`config.mk`:
```
export PLATFORM = sky130hd
export DESIGN_NAME = ppae_front
export DESIGN_NICKNAME = d
export VERILOG_FILES = /design/src/rtl/ppae_pkg.sv /design/src/rtl/ppae_front.sv
export SDC_FILE = /design/constraint.sdc
export NUM_CORES = 1
export LEC_CHECK = 0
export ABC_AREA = 1
export ABC_CLOCK_PERIOD_IN_PS = 11850
export BUFFER_PORTS_ARGS = -buffer_cell sky130_fd_sc_hd__buf_2
export CORE_MARGIN = 5
export CORE_UTILIZATION = 45
export CTS_CLUSTER_DIAMETER = 80
export DETAILED_ROUTE_END_ITERATION = 10
export GPL_ROUTABILITY_DRIVEN = 0
export GPL_TIMING_DRIVEN = 1
export PLACE_DENSITY = 0.69
export SLEW_MARGIN = 5
export SYNTH_ARGS = -nofsm -noshare
export SYNTH_HDL_FRONTEND = slang
export SYNTH_SLANG_ARGS = --single-unit
```
`constraint.sdc`:
```
create_clock -name clk_i -period 11.85 [get_ports clk_i]
set_clock_uncertainty 0.2 [all_clocks]
set_input_delay 2.37 -clock clk_i [delete_from_list [all_inputs] [get_ports clk_i]]
set_output_delay 2.37 -clock clk_i [all_outputs]
set_load 0.01 [all_outputs]
```
`src/rtl/ppae_pkg.sv`:
```
`timescale 1ns / 1ps
// ----------------------------------------------------------------------------
// ppae_pkg
// Shared constants, codes and types of the packed pixel access engine.
// ----------------------------------------------------------------------------
package ppae_pkg;

  localparam int unsigned STORE_BYTES = 65536;
  localparam int unsigned AW          = $clog2(STORE_BYTES);
  localparam int unsigned BANK_AW     = AW - 2;
  localparam int unsigned PAL_ENTRIES = 256;

  localparam logic [2:0] FMT_1BPP  = 3'd0;
  localparam logic [2:0] FMT_4BPP  = 3'd1;
  localparam logic [2:0] FMT_8BPP  = 3'd2;
  localparam logic [2:0] FMT_16BPP = 3'd3;
  localparam logic [2:0] FMT_24BPP = 3'd4;
  localparam logic [2:0] FMT_32RAW = 3'd5;
  localparam logic [2:0] FMT_32BF  = 3'd6;
  localparam logic [2:0] FMT_NONE  = 3'd7;

  localparam logic [1:0] CMD_READ  = 2'd0;
  localparam logic [1:0] CMD_WRITE = 2'd1;
  localparam logic [1:0] CMD_PAL   = 2'd2;
  localparam logic [1:0] CMD_NONE  = 2'd3;

  localparam logic [2:0] REG_FORMAT  = 3'd0;
  localparam logic [2:0] REG_STRIDE  = 3'd1;
  localparam logic [2:0] REG_RSHIFT  = 3'd2;
  localparam logic [2:0] REG_RLEN    = 3'd3;
  localparam logic [2:0] REG_GSHIFT  = 3'd4;
  localparam logic [2:0] REG_GLEN    = 3'd5;
  localparam logic [2:0] REG_BSHIFT  = 3'd6;
  localparam logic [2:0] REG_BLEN    = 3'd7;

  typedef enum logic [1:0] {K_READ, K_WRITE, K_PAL, K_NOP} kind_e;

  typedef struct packed {
    logic [2:0]  fmt;
    logic [15:0] stride;
    logic [4:0]  r_shift;
    logic [5:0]  r_len;
    logic [4:0]  g_shift;
    logic [5:0]  g_len;
    logic [4:0]  b_shift;
    logic [5:0]  b_len;
  } cfg_t;

  typedef struct packed {
    kind_e        kind;
    logic         oor;
    logic [AW-1:0] addr;
    logic [2:0]   xlo;
    logic [31:0]  am;
    logic [31:0]  xm;
    logic [7:0]   pidx;
    logic [23:0]  pcol;
  } q_entry_t;

endpackage

```
`src/rtl/ppae_front.sv`:
```
`timescale 1ns / 1ps
// ----------------------------------------------------------------------------
// ppae_front
// Accept a command, compute its byte address and range, classify it.
// ----------------------------------------------------------------------------
module ppae_front (
  input  logic              clk_i,
  input  logic              rst_ni,
  input  ppae_pkg::cfg_t    cfg_i,
  input  logic              in_valid_i,
  output logic              in_ready_o,
  input  logic [1:0]        cmd_i,
  input  logic [15:0]       x_i,
  input  logic [15:0]       y_i,
  input  logic [31:0]       am_i,
  input  logic [31:0]       xm_i,
  input  logic [7:0]        pidx_i,
  input  logic [23:0]       pcol_i,
  output logic              push_o,
  output ppae_pkg::q_entry_t entry_o,
  input  logic              full_i
);

  logic        s1_q, s1_d, s2_q, s2_d;
  logic [1:0]  cmd_q;
  logic [15:0] x_q, y_q;
  logic [31:0] am_q, xm_q, prod_q;
  logic [7:0]  pidx_q;
  logic [23:0] pcol_q;
  logic [17:0] off;
  logic [2:0]  nb;
  logic [32:0] addr;
  logic        accept;

  assign in_ready_o = !s1_q && !s2_q;
  assign accept     = in_valid_i && in_ready_o;
  assign push_o     = s2_q && !full_i;

  always_comb begin
    case (cfg_i.fmt)
      ppae_pkg::FMT_1BPP:  begin off = 18'(x_q >> 3); nb = 3'd1; end
      ppae_pkg::FMT_4BPP:  begin off = 18'(x_q >> 1); nb = 3'd1; end
      ppae_pkg::FMT_8BPP:  begin off = 18'(x_q);      nb = 3'd1; end
      ppae_pkg::FMT_16BPP: begin off = {1'b0, x_q, 1'b0}; nb = 3'd2; end
      ppae_pkg::FMT_24BPP: begin off = 18'(x_q) + {1'b0, x_q, 1'b0}; nb = 3'd3; end
      default:             begin off = {x_q, 2'b00}; nb = 3'd4; end
    endcase
    addr = {1'b0, prod_q} + 33'(off);
    entry_o.oor  = (addr + 33'(nb)) > 33'(ppae_pkg::STORE_BYTES);
    entry_o.addr = addr[ppae_pkg::AW-1:0];
    entry_o.xlo  = x_q[2:0];
    entry_o.am   = am_q;
    entry_o.xm   = xm_q;
    entry_o.pidx = pidx_q;
    entry_o.pcol = pcol_q;
    case (cmd_q)
      ppae_pkg::CMD_READ:
        entry_o.kind = (cfg_i.fmt == ppae_pkg::FMT_NONE) ? ppae_pkg::K_NOP : ppae_pkg::K_READ;
      ppae_pkg::CMD_WRITE:
        entry_o.kind = (cfg_i.fmt == ppae_pkg::FMT_NONE) ? ppae_pkg::K_NOP : ppae_pkg::K_WRITE;
      ppae_pkg::CMD_PAL:   entry_o.kind = ppae_pkg::K_PAL;
      default:             entry_o.kind = ppae_pkg::K_NOP;
    endcase
    s1_d = accept;
    s2_d = s1_q || (s2_q && full_i);
  end

  always_ff @(posedge clk_i or negedge rst_ni) begin
    if (!rst_ni) begin
      s1_q <= 1'b0;
      s2_q <= 1'b0;
    end else begin
      s1_q <= s1_d;
      s2_q <= s2_d;
    end
  end

  always_ff @(posedge clk_i) begin
    if (accept) begin
      cmd_q  <= cmd_i;
      x_q    <= x_i;
      y_q    <= y_i;
      am_q   <= am_i;
      xm_q   <= xm_i;
      pidx_q <= pidx_i;
      pcol_q <= pcol_i;
    end
    if (s1_q) prod_q <= y_q * cfg_i.stride;
  end

endmodule

```
==> metrics.md <==
| Metric | Value |
|---|---|
| Result of the run | `complete, no violations` |
| Detail Placement HPWL | `37500 microns` |
| Crit path capture type | `primary output` |
| MaxCap Viol Count | `0` |
| TritonCTS clock tree | `done` |
| Max Clk Rate | `102 MHz` |
| Hold buffers post-CTS | `0` |
| Final Util | `51.6%` |
| LEAKAGE | `10.7 nW` |
| Antenna-violating nets left | `0` |
| Synthesized net count | `2705` |
| Port-buffer cells | `272` |
| Min Hold Slack | `0.435 ns` |
| Final TNS setup | `0 ns` |
| Site Rows | `73` |
| Most frequent cells in the layout | `586 x nand2_1, 469 x inv_1, 272 x buf_2` |
| Clock Latency Late Sink | `0.44 ns` |
| Clk root buf | `clkbuf_16` |
| Syn. warnings | `0` |
| Final critical-path required period | `9.78 ns` |
| Commonest non-fill, non-tap cell in the layout | `nand2_1` |
| H-Tree Depth | `4` |
| Post-synthesis cell type count | `50` |
| Setup slack after layout | `2.07 ns` |
| Crit Path Class | `input pin to primary output` |
| Sequential fraction of the synthesis area | `27.1%` |
| Total Routed Length | `46700 microns` |
| Post-synth top flop | `edfxtp_1` |
| Core area | `39700 sq um` |
| Synth-to-layout area growth | `13.2%` |
| Nets | `2927` |
| I/O Pins | `306` |
| Drt pass-1 iters | `6` |
| Post-CTS Setup Inserts | `0` |
| RSZ-0062 raised after global routing | `false` |
| Post-cts gate resize count | `0` |
| Count of pins over their slew limit | `0` |
| Cells after Synth | `2181` |
| Tot GR Track Use | `21.5%` |
| Vias in the first global route | `15755` |
| Worst Path Required | `9.28 ns` |
| Post-DR vias/cell | `5.14` |
| Drt initial violations | `1094` |
| Worst-path clk slew | `0.06 ns` |
| Die H | `211 microns` |
| Total global routing overflow | `0` |
| Power density cells | `345 nW/um^2` |
| Synth area leaders | `edfxtp_1 27%, fa_1 22%, nand2_1 12%, ha_1 9.7%, inv_1 9.7%` |
| Count of final setup violators | `0` |
| Num CTS Buffers | `17` |
| Residual DRC count | `0` |
| Clock Sinks | `164` |
| Worst vdd ir | `334 uV` |
| Post-placement setup slack | `2.32 ns` |
| Die area | `44400 sq um` |
| Antenna diodes | `0` |
| Synth async-reset ratio | `1.22%` |
| First-pass GRT wire length | `77500 microns` |
| Post-synth EDFFs | `162` |
| Syn Area/Cell | `8.30 sq um` |
| Chip Width | `211 microns` |
| Avg WL per Cell | `15.9 microns` |
| Worst setup SP type | `input pin` |
| #FFs+latches synth | `164` |
| Least-Margin Pin Slew | `1.20 ns` |
| Initial antenna violation count | `0` |
| Final Cycle Share | `82.5%` |
| Hold/Removal Path Class | `flip-flop to flip-flop` |
| Final hold vios | `0` |
| Mapped cell area | `18100 sq um` |
| Slew HR | `20.2%` |
| Critical path peak fanout | `10` |
| Yosys top cell area share | `26.9%` |
| Clk buf depth | `2` |
| Layout cells sized above 1 | `16.1%` |
| Initial Utilization | `45.6%` |
| Largest net degree at the start of global routing | `74` |
| Vias | `15128` |
| Crit path DAT | `7.21 ns` |
| Area leader, netlist | `edfxtp_1` |
-- routing by layer --
| metal | global-route usage (%) | wire length (microns) | share of wire, % |
|---|---|---|---|
| met2 | 36.3 | 22500 | 48 |
| met3 | 3.94 | 3600 | 7.7 |
| met1 | 27.9 | 19400 | 41 |
| met4 | 7.44 | 1300 | 2.8 |
| met5 | 0 | 0 | 0 |
-- area by class of cell --
| type | instances | area, sq um |
|---|---|---|
| clock buffer | 17 | 425 |
| clock inverter | 15 | 191 |
| fill | 3737 | 19200 |
| inverter | 474 | 1780 |
| multi-input combinational | 1470 | 11100 |
| sequential | 164 | 4910 |
| tap | 525 | 657 |
| timing repair buffer | 276 | 1390 |
-- stage by stage --
step / cell area, sq um / cells / total power, mW
after floorplan: 18100 / 2181 / 5.18
after global placement: 19900 / 2909 / 6.32
after detailed placement: 19900 / 2909 / 6.45
after CTS: 20500 / 2941 / 7.08
after global routing: 20500 / 2941 / 7.89
final: 20500 / 2941 / 7.07
-- synthesized netlist by cell type, types with 26 or more instances --
cell type	count
a21oi_1	77
clkbuf_1	69
edfxtp_1	162
fa_1	197
ha_1	141
inv_1	469
nand2_1	586
nand2_2	26
nand3_1	95
nand4_1	34
nor2_1	102
o21ai_0	41
xor2_1	29
-- power by group --
part | internal [mW] | switching, mW
clock | 0.337 | 0.240
combinational | 2.06 | 3.29
sequential | 1.02 | 0.112
-- registers in the layout (all words and copies together) (netlist names) --
signal / count
cmd_q: 2
y_q: 16
s2_q: 1
prod_q: 32
xm_q: 32
s1_q: 1
x_q: 16
am_q: 32
pidx_q: 8
pcol_q: 24
-- critical path: stages --
cell and delay [ns]:
buf_2 0.13, nor2_1 0.17, inv_1 0.09, nor2_1 0.55, clkinv_1 0.49, a21oi_1 0.23, o21ai_0 0.17, a32oi_1 0.27
ha_1 0.34, nand2_1 0.18, inv_1 0.06, nand2_1 0.07, nand2_1 0.09, inv_1 0.09, nand3_1 0.18, nand2_1 0.11
nand2_1 0.14, nor2_1 0.19, nand2_1 0.07, nor4_1 0.61, nand3_1 0.15, nand2_1 0.10, nand3_1 0.08, nor2_1 0.09
nand3_1 0.07, buf_2 0.14
-- cells by family (layout without fill, tap and decap cells) --
family	Yosys count	in the layout	share of synthesized area [%]
adder cells (fa/ha/maj)	338	338	31.5
AND/OR/NAND/NOR	917	917	22.4
XOR/XNOR	39	39	1.89
AO/OA/AOI/OAI	176	176	5.67
flip-flops	164	164	27.1
buffers and inverters	547	782	11.4
-- path summary, 6_finish.rpt --
| path | startpoint | endpoint | slack (ns) | cells after the start |
|---|---|---|---|---|
| worst max-delay path | cfg_i[50] | entry_o[115] | 2.07 | 26 |
| worst min-delay path | s1_q$_DFF_PN0_ | s2_q$_DFF_PN0_ | 0.43 | 2 |
| worst max register to register | y_q[12]$_DFFE_PP_ | prod_q[30]$_DFFE_PP_ | 4.89 | 21 |
| worst min register to register | s1_q$_DFF_PN0_ | s2_q$_DFF_PN0_ | 0.43 | 2 |
| max in group asynchronous | rst_ni | s1_q$_DFF_PN0_ | 9.84 | 1 |
| min in group asynchronous | rst_ni | s1_q$_DFF_PN0_ | 1.51 | 1 |
Power figures use the tool's default switching activity.
