## src/rtl/ppae_pkg.sv

```systemverilog
`timescale 1ns / 1ps
// ----------------------------------------------------------------------------
// ppae_pkg
// Shared constants, codes and types of the packed pixel access engine.
// ----------------------------------------------------------------------------
package ppae_pkg;

  localparam int unsigned STORE_BYTES = 65536;
  localparam int unsigned AW          = $clog2(STORE_BYTES);
  localparam int unsigned BANK_AW     = AW - 2;
  localparam int unsigned PAL_ENTRIES = 256;

  localparam logic [2:0] FMT_1BPP  = 3'd0;
  localparam logic [2:0] FMT_4BPP  = 3'd1;
  localparam logic [2:0] FMT_8BPP  = 3'd2;
  localparam logic [2:0] FMT_16BPP = 3'd3;
  localparam logic [2:0] FMT_24BPP = 3'd4;
  localparam logic [2:0] FMT_32RAW = 3'd5;
  localparam logic [2:0] FMT_32BF  = 3'd6;
  localparam logic [2:0] FMT_NONE  = 3'd7;

  localparam logic [1:0] CMD_READ  = 2'd0;
  localparam logic [1:0] CMD_WRITE = 2'd1;
  localparam logic [1:0] CMD_PAL   = 2'd2;
  localparam logic [1:0] CMD_NONE  = 2'd3;

  localparam logic [2:0] REG_FORMAT  = 3'd0;
  localparam logic [2:0] REG_STRIDE  = 3'd1;
  localparam logic [2:0] REG_RSHIFT  = 3'd2;
  localparam logic [2:0] REG_RLEN    = 3'd3;
  localparam logic [2:0] REG_GSHIFT  = 3'd4;
  localparam logic [2:0] REG_GLEN    = 3'd5;
  localparam logic [2:0] REG_BSHIFT  = 3'd6;
  localparam logic [2:0] REG_BLEN    = 3'd7;

  typedef enum logic [1:0] {K_READ, K_WRITE, K_PAL, K_NOP} kind_e;

  typedef struct packed {
    logic [2:0]  fmt;
    logic [15:0] stride;
    logic [4:0]  r_shift;
    logic [5:0]  r_len;
    logic [4:0]  g_shift;
    logic [5:0]  g_len;
    logic [4:0]  b_shift;
    logic [5:0]  b_len;
  } cfg_t;

  typedef struct packed {
    kind_e        kind;
    logic         oor;
    logic [AW-1:0] addr;
    logic [2:0]   xlo;
    logic [31:0]  am;
    logic [31:0]  xm;
    logic [7:0]   pidx;
    logic [23:0]  pcol;
  } q_entry_t;

endpackage

```

## src/rtl/ppae_queue.sv

```systemverilog
`timescale 1ns / 1ps
// ----------------------------------------------------------------------------
// ppae_queue
// Two-entry queue between front and back.
// ----------------------------------------------------------------------------
module ppae_queue (
  input  logic               clk_i,
  input  logic               rst_ni,
  input  logic               push_i,
  input  ppae_pkg::q_entry_t data_i,
  output logic               full_o,
  input  logic               pop_i,
  output logic               empty_o,
  output ppae_pkg::q_entry_t data_o
);

  ppae_pkg::q_entry_t mem_q [2];
  logic       wp_q, wp_d, rp_q, rp_d;
  logic [1:0] cnt_q, cnt_d;

  assign full_o  = cnt_q == 2'd2;
  assign empty_o = cnt_q == 2'd0;
  assign data_o  = mem_q[rp_q];

  always_comb begin
    wp_d  = wp_q ^ push_i;
    rp_d  = rp_q ^ pop_i;
    cnt_d = cnt_q + 2'(push_i) - 2'(pop_i);
  end

  always_ff @(posedge clk_i or negedge rst_ni) begin
    if (!rst_ni) begin
      wp_q  <= 1'b0;
      rp_q  <= 1'b0;
      cnt_q <= 2'd0;
    end else begin
      wp_q  <= wp_d;
      rp_q  <= rp_d;
      cnt_q <= cnt_d;
    end
  end

  always_ff @(posedge clk_i) begin
    if (push_i) mem_q[wp_q] <= data_i;
  end

endmodule

```

## config.mk

```make
export PLATFORM = sky130hd
export DESIGN_NAME = ppae_queue
export DESIGN_NICKNAME = d
export VERILOG_FILES = /design/src/rtl/ppae_pkg.sv /design/src/rtl/ppae_queue.sv
export SDC_FILE = /design/constraint.sdc
export NUM_CORES = 1
export LEC_CHECK = 0
export BUFFER_PORTS_ARGS = -buffer_cell sky130_fd_sc_hd__buf_2
export CAP_MARGIN = 15
export CELL_PAD_IN_SITES_DETAIL_PLACEMENT = 1
export CELL_PAD_IN_SITES_GLOBAL_PLACEMENT = 2
export CORE_MARGIN = 2
export CORE_UTILIZATION = 43
export CTS_BUF_LIST = sky130_fd_sc_hd__clkbuf_4
export DETAILED_ROUTE_END_ITERATION = 6
export PLACE_DENSITY = 0.86
export RECOVER_POWER = 25
export SLEW_MARGIN = 20
export SYNTH_ARGS = -nofsm -noshare
export SYNTH_HDL_FRONTEND = slang
export SYNTH_SLANG_ARGS = --single-unit
export TNS_END_PERCENT = 5
```

## constraint.sdc

```tcl
create_clock -name clk_i -period 11.45 [get_ports clk_i]
set_clock_uncertainty 0.15 [all_clocks]
set_input_delay 0.5725 -clock clk_i [delete_from_list [all_inputs] [get_ports clk_i]]
set_output_delay 0.5725 -clock clk_i [all_outputs]
set_load 0.05 [all_outputs]
```

==> impl_metrics.csv, run 1 <==
group,metric,value,unit
global_route,track_usage,20.0,%
floorplan,io_pins,242,
drt,via_per_inst,4.67,
clocking,post_cts_resized,0,
sta,timing.setup.tns,0,ns
sta,max_freq,264,MHz
hold_path,min_path_type,"primary input to flip-flop",
finish,nets,922,
floorplan,dieArea,21500,µm²
logic_synthesis,synth_cell_types,11,
finish,multi_input_area,1450,µm²
placement,dp_cells,884,
floorplan,fp.dieH,147,µm
logic_synthesis,ys_top_cells_by_count,"edfxtp_1 (236), mux2_2 (118), buf_6 (12)",
global_route,grt_overflow,0,
logic_synthesis,synth_top_area_share,80.8,%
global_route,grt_max_degree,70,
logic_synthesis,ys_seq_area_share,82.0,%
drt,first_pass_iters,4,
clocking,cts_setup_buffers,0,
pwr,p_per_area,271,nW/µm²
drt,ant_nets,0,
floorplan,std_cell_rows,52,
pwr,max-vdd-ir-drop,0.164,mV
clocking,cts_made_buffers,60,
clocking,htreeDepth,2,
logic_synthesis,synth_fa_ha_area_share,0.571,%
finish,syn_to_final_growth,37.9,%
setup_path,cp.arrival,3.07,ns
sta,min_period,3.79,ns
drt,route.detailed.drc,0,
logic_synthesis,yosysWarnings,0,
sta,slew_headroom,36.6,%
clocking,cts_sinks,240,
flow_run,maxCapViolations,0,
clocking,clockBufferDepth,3,
sta,post-route-period-util,33.1,%
global_route,grt_pass1_wl,33100,µm
clocking,clkTransAtPathRegs,0.08,ns
drt,wl_per_cell,19.4,µm
status,status,"finished clean",
placement,port_buffers,241,
logic_synthesis,synth-simple-area-share,0.114,%
setup_path,crit_path_end_kind,"primary output",
placement,hpwlAfterDp,11600,µm
setup_path,cp_max_fo,69,
logic_synthesis,synth_mux_area_share,15.2,%
logic_synthesis,syn-num-nets,509,
logic_synthesis,synth_top_area_cell,"edfxtp_1",
floorplan,die_w,147,µm
finish,regArea,7190,µm²
finish,drive_gt1_share,47.2,%
sta,rsz0062_at_grt,"false",
logic_synthesis,synth.most_common_cell,"edfxtp_1",
floorplan,core,20100,µm²
global_route,antenna_found_initial,2,
logic_synthesis,netlist_area,8770,µm²
clocking,cts_tree,"yes",
logic_synthesis,synthTopCellsByArea,"edfxtp_1 (81%), mux2_2 (15%), buf_6 (1.5%)",
clocking,ctsHoldBuffers,120,
global_route,grt_pass1_vias,6168,
finish,post_layout_nonfiller_instances,1109,
logic_synthesis,synth_top_family_by_area,"multiplexers",
logic_synthesis,ys_seq_elements,240,
pwr,p_leak,4.54,nW
clocking,clockRootBuffer,"clkbuf_4",
placement,place.gp.congestion,0.748,
sta,setup_violations,0,
setup_path,crit_required,10.73,ns
sta,maxSlewViolCount,0,
logic_synthesis,yosys_most_used_dff,"edfxtp_1",
drt,drt_iter0_markers,166,
drt,num_vias,5181,
setup_path,startpoint_type,"flip-flop",
sta,tightest_slew,0.951,ns
logic_synthesis,ys_async_sr_fraction,1.67,%
drt,drt_wl_total,21600,µm
setup_path,crit_path_max_incr_delay,1.04,ns
logic_synthesis,synth_area_per_cell,22.9,µm²
logic_synthesis,synth-edff-count,236,
setup_path,cp_slowest_cell,"dfrtp_4",
floorplan,start_util,43.6,%
setup_path,cp_cell_sequence,"buf_4, mux2_2, buf_2",
logic_synthesis,synthXorXnorAreaFrac,0.371,%
sta,hold_violations,0,
setup_path,worstSetupPathType,"flip-flop to primary output",
logic_synthesis,netlist_instances,383,
clocking,clock_latency,0.62,ns
finish,n_fill_cell,1914,
logic_synthesis,synth-compound-area-share,0,%
## report_power, final
group,total [mW],internal (mW),switching (mW)
logic,1.31,0.368,0.943
clock network,0.703,0.381,0.322
registers,1.26,1.17,0.0917
## per-layer routing
metal | up-vias | routed length, µm | GRT usage, %
li1 | 2393 | - | -
met3 | 34 | 1330 | 5.62
met2 | 196 | 11800 | 36.9
met4 | 0 | 474 | 7.28
met5 | - | 0 | 0
met1 | 2558 | 7920 | 21.9
## area by class of cell
cell class	count	area share [%]
clock inverters	5	0.155
repair buffers	364	19.4
diodes	2	0.0414
multi-input cells	126	12.0
flip-flops and latches	240	59.5
well taps	270	2.79
clock buffers	98	6.08
inverters	4	0.124
## worst max-delay path: cells and delay by family (launching register included)
family                 cells  cell delay [ns]
multiplexers               1             0.43
flip-flops                 1             1.04
buffers and inverters      2             0.91
## registers in the layout (all words and copies together), names as in the netlist
| name | flops |
|---|---|
| wp_q | 1 |
| rp_q | 1 |
| cnt_q | 2 |
| mem_q | 236 |
## cells in the final DEF (no fill, tap or decap)
cell and instances:
xor3_1 1, clkbuf_1 70, inv_1 4, dlygate4sd3_1 120, dfrtp_1 3, buf_4 3, clkbuf_4 98, inv_2 2
mux2_2 118, ha_1 2, ha_4 2, nor2_1 1, xor2_1 1, clkbuf_2 2, clkinv_1 3, dfrtp_4 1
nor2b_1 1, buf_2 169, edfxtp_1 236, diode_2 2
## kinds of logic (layout without fill, tap and decap cells)
group,Yosys count,after routing
flip-flops,240,240
multiplexers,118,118
buffers and inverters,17,471
adder cells (fa/ha/maj),4,4
XOR/XNOR,2,2
AND/OR/NAND/NOR,2,2
other,0,2
## worst paths after layout
kind | from | to | slack [ns] | depth (start not counted)
worst max register to register | wp_q | mem_q[0][25] | 8.86 | 3
worst max-delay path | rp_q | data_o[66] | 7.66 | 3
worst min register to register | wp_q | wp_q | 0.54 | 3
max in group asynchronous | rst_ni | rp_q | 10.71 | 2
worst min-delay path | push_i | cnt_q[0] | 0.15 | 2
min in group asynchronous | rst_ni | cnt_q[0] | 0.19 | 2
## through the flow
stage / setup slack (ns) / util [%] / cell area, µm² / hold slack (ns) / power, mW
after floorplan: 7.46 / - / 8770 / 0.127 / 2.30
after global placement: 8.32 / 50.8 / 10200 / 0.233 / 2.51
after detailed placement: 8.30 / 50.8 / 10200 / 0.237 / 2.54
after CTS: 7.58 / 60.6 / 12200 / 0.0497 / 3.29
after global routing: 7.44 / 60.1 / 12100 / 0.101 / 3.41
final: 7.66 / 60.1 / 12100 / 0.152 / 3.27
Power figures use the tool's default switching activity.
==> run 2: changes to the inputs <==
CORE_UTILIZATION = 36   (was 43)
PLACE_DENSITY = 0.76   (was 0.86)
clock period = 3.1 ns   (was 11.45 ns; I/O delays follow)
==> impl_metrics.csv, run 2 (synthesis results as in run 1) <==
group,metric,value,unit
global_route,antenna_found_initial,0,
hold_path,min_path_type,"primary input to flip-flop",
finish,largest_reg_flops,236,
flow_run,maxCapViolations,0,
hold_path,whs_path_depth,2,
setup_path,r2r-end,"mem_q[0][8]",
clocking,cts_tree,"yes",
placement,dp_cells,942,
setup_path,r2r_start,"wp_q",
finish,regMostFlops,"mem_q",
setup_path,r2r_cells,3,
sta,fin_ws,0.421,ns
finish,post_layout_nonfiller_instances,1171,
hold_path,min_to,"mem_q[1][86]",
setup_path,cp.arrival,2.37,ns
floorplan,start_util,36.4,%
status,status,"finished clean",
sta,timing.setup.tns,0,ns
drt,via_per_inst,4.47,
setup_path,cp_max_fo,41,
sta,rsz0062_at_grt,"false",
clocking,cts_made_buffers,66,
finish,final_area,12300,µm²
pwr,p_leak,4.63,nW
placement,port_buffers,241,
sta,maxSlewViolCount,0,
floorplan,die_w,160,µm
hold_path,hp-start,"data_i[86]",
sta,hold_violations,0,
placement,placed_cell_area,10400,µm²
global_route,grt_pass1_wl,32600,µm
clocking,post_cts_resized,0,
setup_path,worstSetupPathType,"flip-flop to primary output",
clocking,htreeDepth,3,
finish,layout_commonest_cell,"edfxtp_1",
drt,route.detailed.drc,0,
floorplan,std_cell_rows,57,
finish,syn_to_final_growth,40.8,%
setup_path,r2r_slack,1.24,ns
placement,place.gp.congestion,0.770,
setup_path,crit_required,2.79,ns
placement,dp_slack,1.02,ns
finish,drive_gt1_share,47.5,%
floorplan,dieArea,25600,µm²
setup_path,startpoint_type,"flip-flop",
drt,num_vias,5232,
pwr,p_per_area,1010,nW/µm²
global_route,grt_overflow,0,
finish,reg_top3,"mem_q (236), cnt_q (2)",
sta,slew_headroom,61.1,%
global_route,grt_max_degree,65,
sta,max_freq,373,MHz
drt,ant_nets,0,
drt,drt_wl_total,20900,µm
floorplan,io_pins,242,
floorplan,fp.dieH,160,µm
finish,mostFrequentLayoutCells,"edfxtp_1 (236), buf_2 (170), dlygate4sd3_1 (122)",
sta,tightest_slew,0.583,ns
clocking,clock_latency,0.58,ns
finish,n_antenna_cell,0,
drt,first_pass_iters,4,
pwr,max-vdd-ir-drop,0.613,mV
clocking,clockRootBuffer,"clkbuf_4",
global_route,grt_pass1_vias,6079,
global_route,track_usage,16.4,%
sta,post-route-period-util,86.4,%
sta,min_period,2.68,ns
drt,drt_iter0_markers,215,
floorplan,core,24100,µm²
sta,setup_violations,0,
drt,wl_per_cell,17.9,µm
clocking,cts_sinks,240,
clocking,clkTransAtPathRegs,0.06,ns
clocking,clockBufferDepth,3,
setup_path,crit_path_end_kind,"primary output",
finish,nets,934,
placement,hpwlAfterDp,12100,µm
run 2: cell types whose count changed in the layout (fill, tap and decap cells not counted):
cell	delta
diode_2	-2
clkbuf_1	-2
buf_1	+1
buf_2	+1
clkbuf_4	-2
clkinv_2	+1
buf_12	+4
bufinv_16	+3
clkinv_1	+2
dlygate4sd3_1	+2
run 2: cell type report:
type	count	area [µm²]
clock buffer	96	721
inverter	4	15.0
clock inverter	11	121
multi-input combinational	126	1450
timing repair buffer	370	2440
sequential	240	7190
tap	324	405
fill	2407	11800
run 2: repair_timing:
action	in CTS	in global routing
setup endpoints to repair	0	0
hold buffers	122	0
hold endpoints to repair	271	0
buffers inserted	0	0
run 2: stage by stage:
step / total power, mW / hold slack, ns / utilization [%]
floorplan: 8.47 / -0.291 / -
global placement: 9.40 / -0.186 / 43.0
detailed placement: 9.49 / -0.180 / 43.0
CTS: 12.6 / 0.00715 / 51.6
global route: 13.0 / 0.0384 / 51.2
finish: 12.4 / 0.118 / 51.2
run 2: power breakdown:
group / total [mW] / internal (mW) / leakage [nW] / switching (mW)
sequential: 4.56 / 4.31 / 2.26 / 0.257
clock: 2.90 / 1.65 / 0.504 / 1.24
combinational: 4.96 / 1.42 / 1.86 / 3.54
total: 12.4 / 7.38 / 4.63 / 5.03
run 2: worst max-delay path by stage:
stage                   to  start  depth (start not counted)
2_1_floorplan  mem_q[1][0]   wp_q                          1
3_3_place_gp    data_o[48]   rp_q                          3
3_5_place_dp    data_o[79]   rp_q                          3
4_1_cts         data_o[79]   rp_q                          3
5_1_grt         data_o[50]   rp_q                          3
6_report        data_o[50]   rp_q                          3
run 2: worst max-delay path, stage by stage, from the launching register on:
cell and delay (ns):
dfrtp_4 0.80, buf_12 0.30, mux2_2 0.38, buf_2 0.22
run 2: layer usage:
metal	global-route usage [%]	vias up	wire length [µm]
li1	-	2401	-
met1	17.6	2580	7960
met2	29.1	204	11000
met3	5.53	47	1400
met4	7.49	0	561
met5	0	-	0
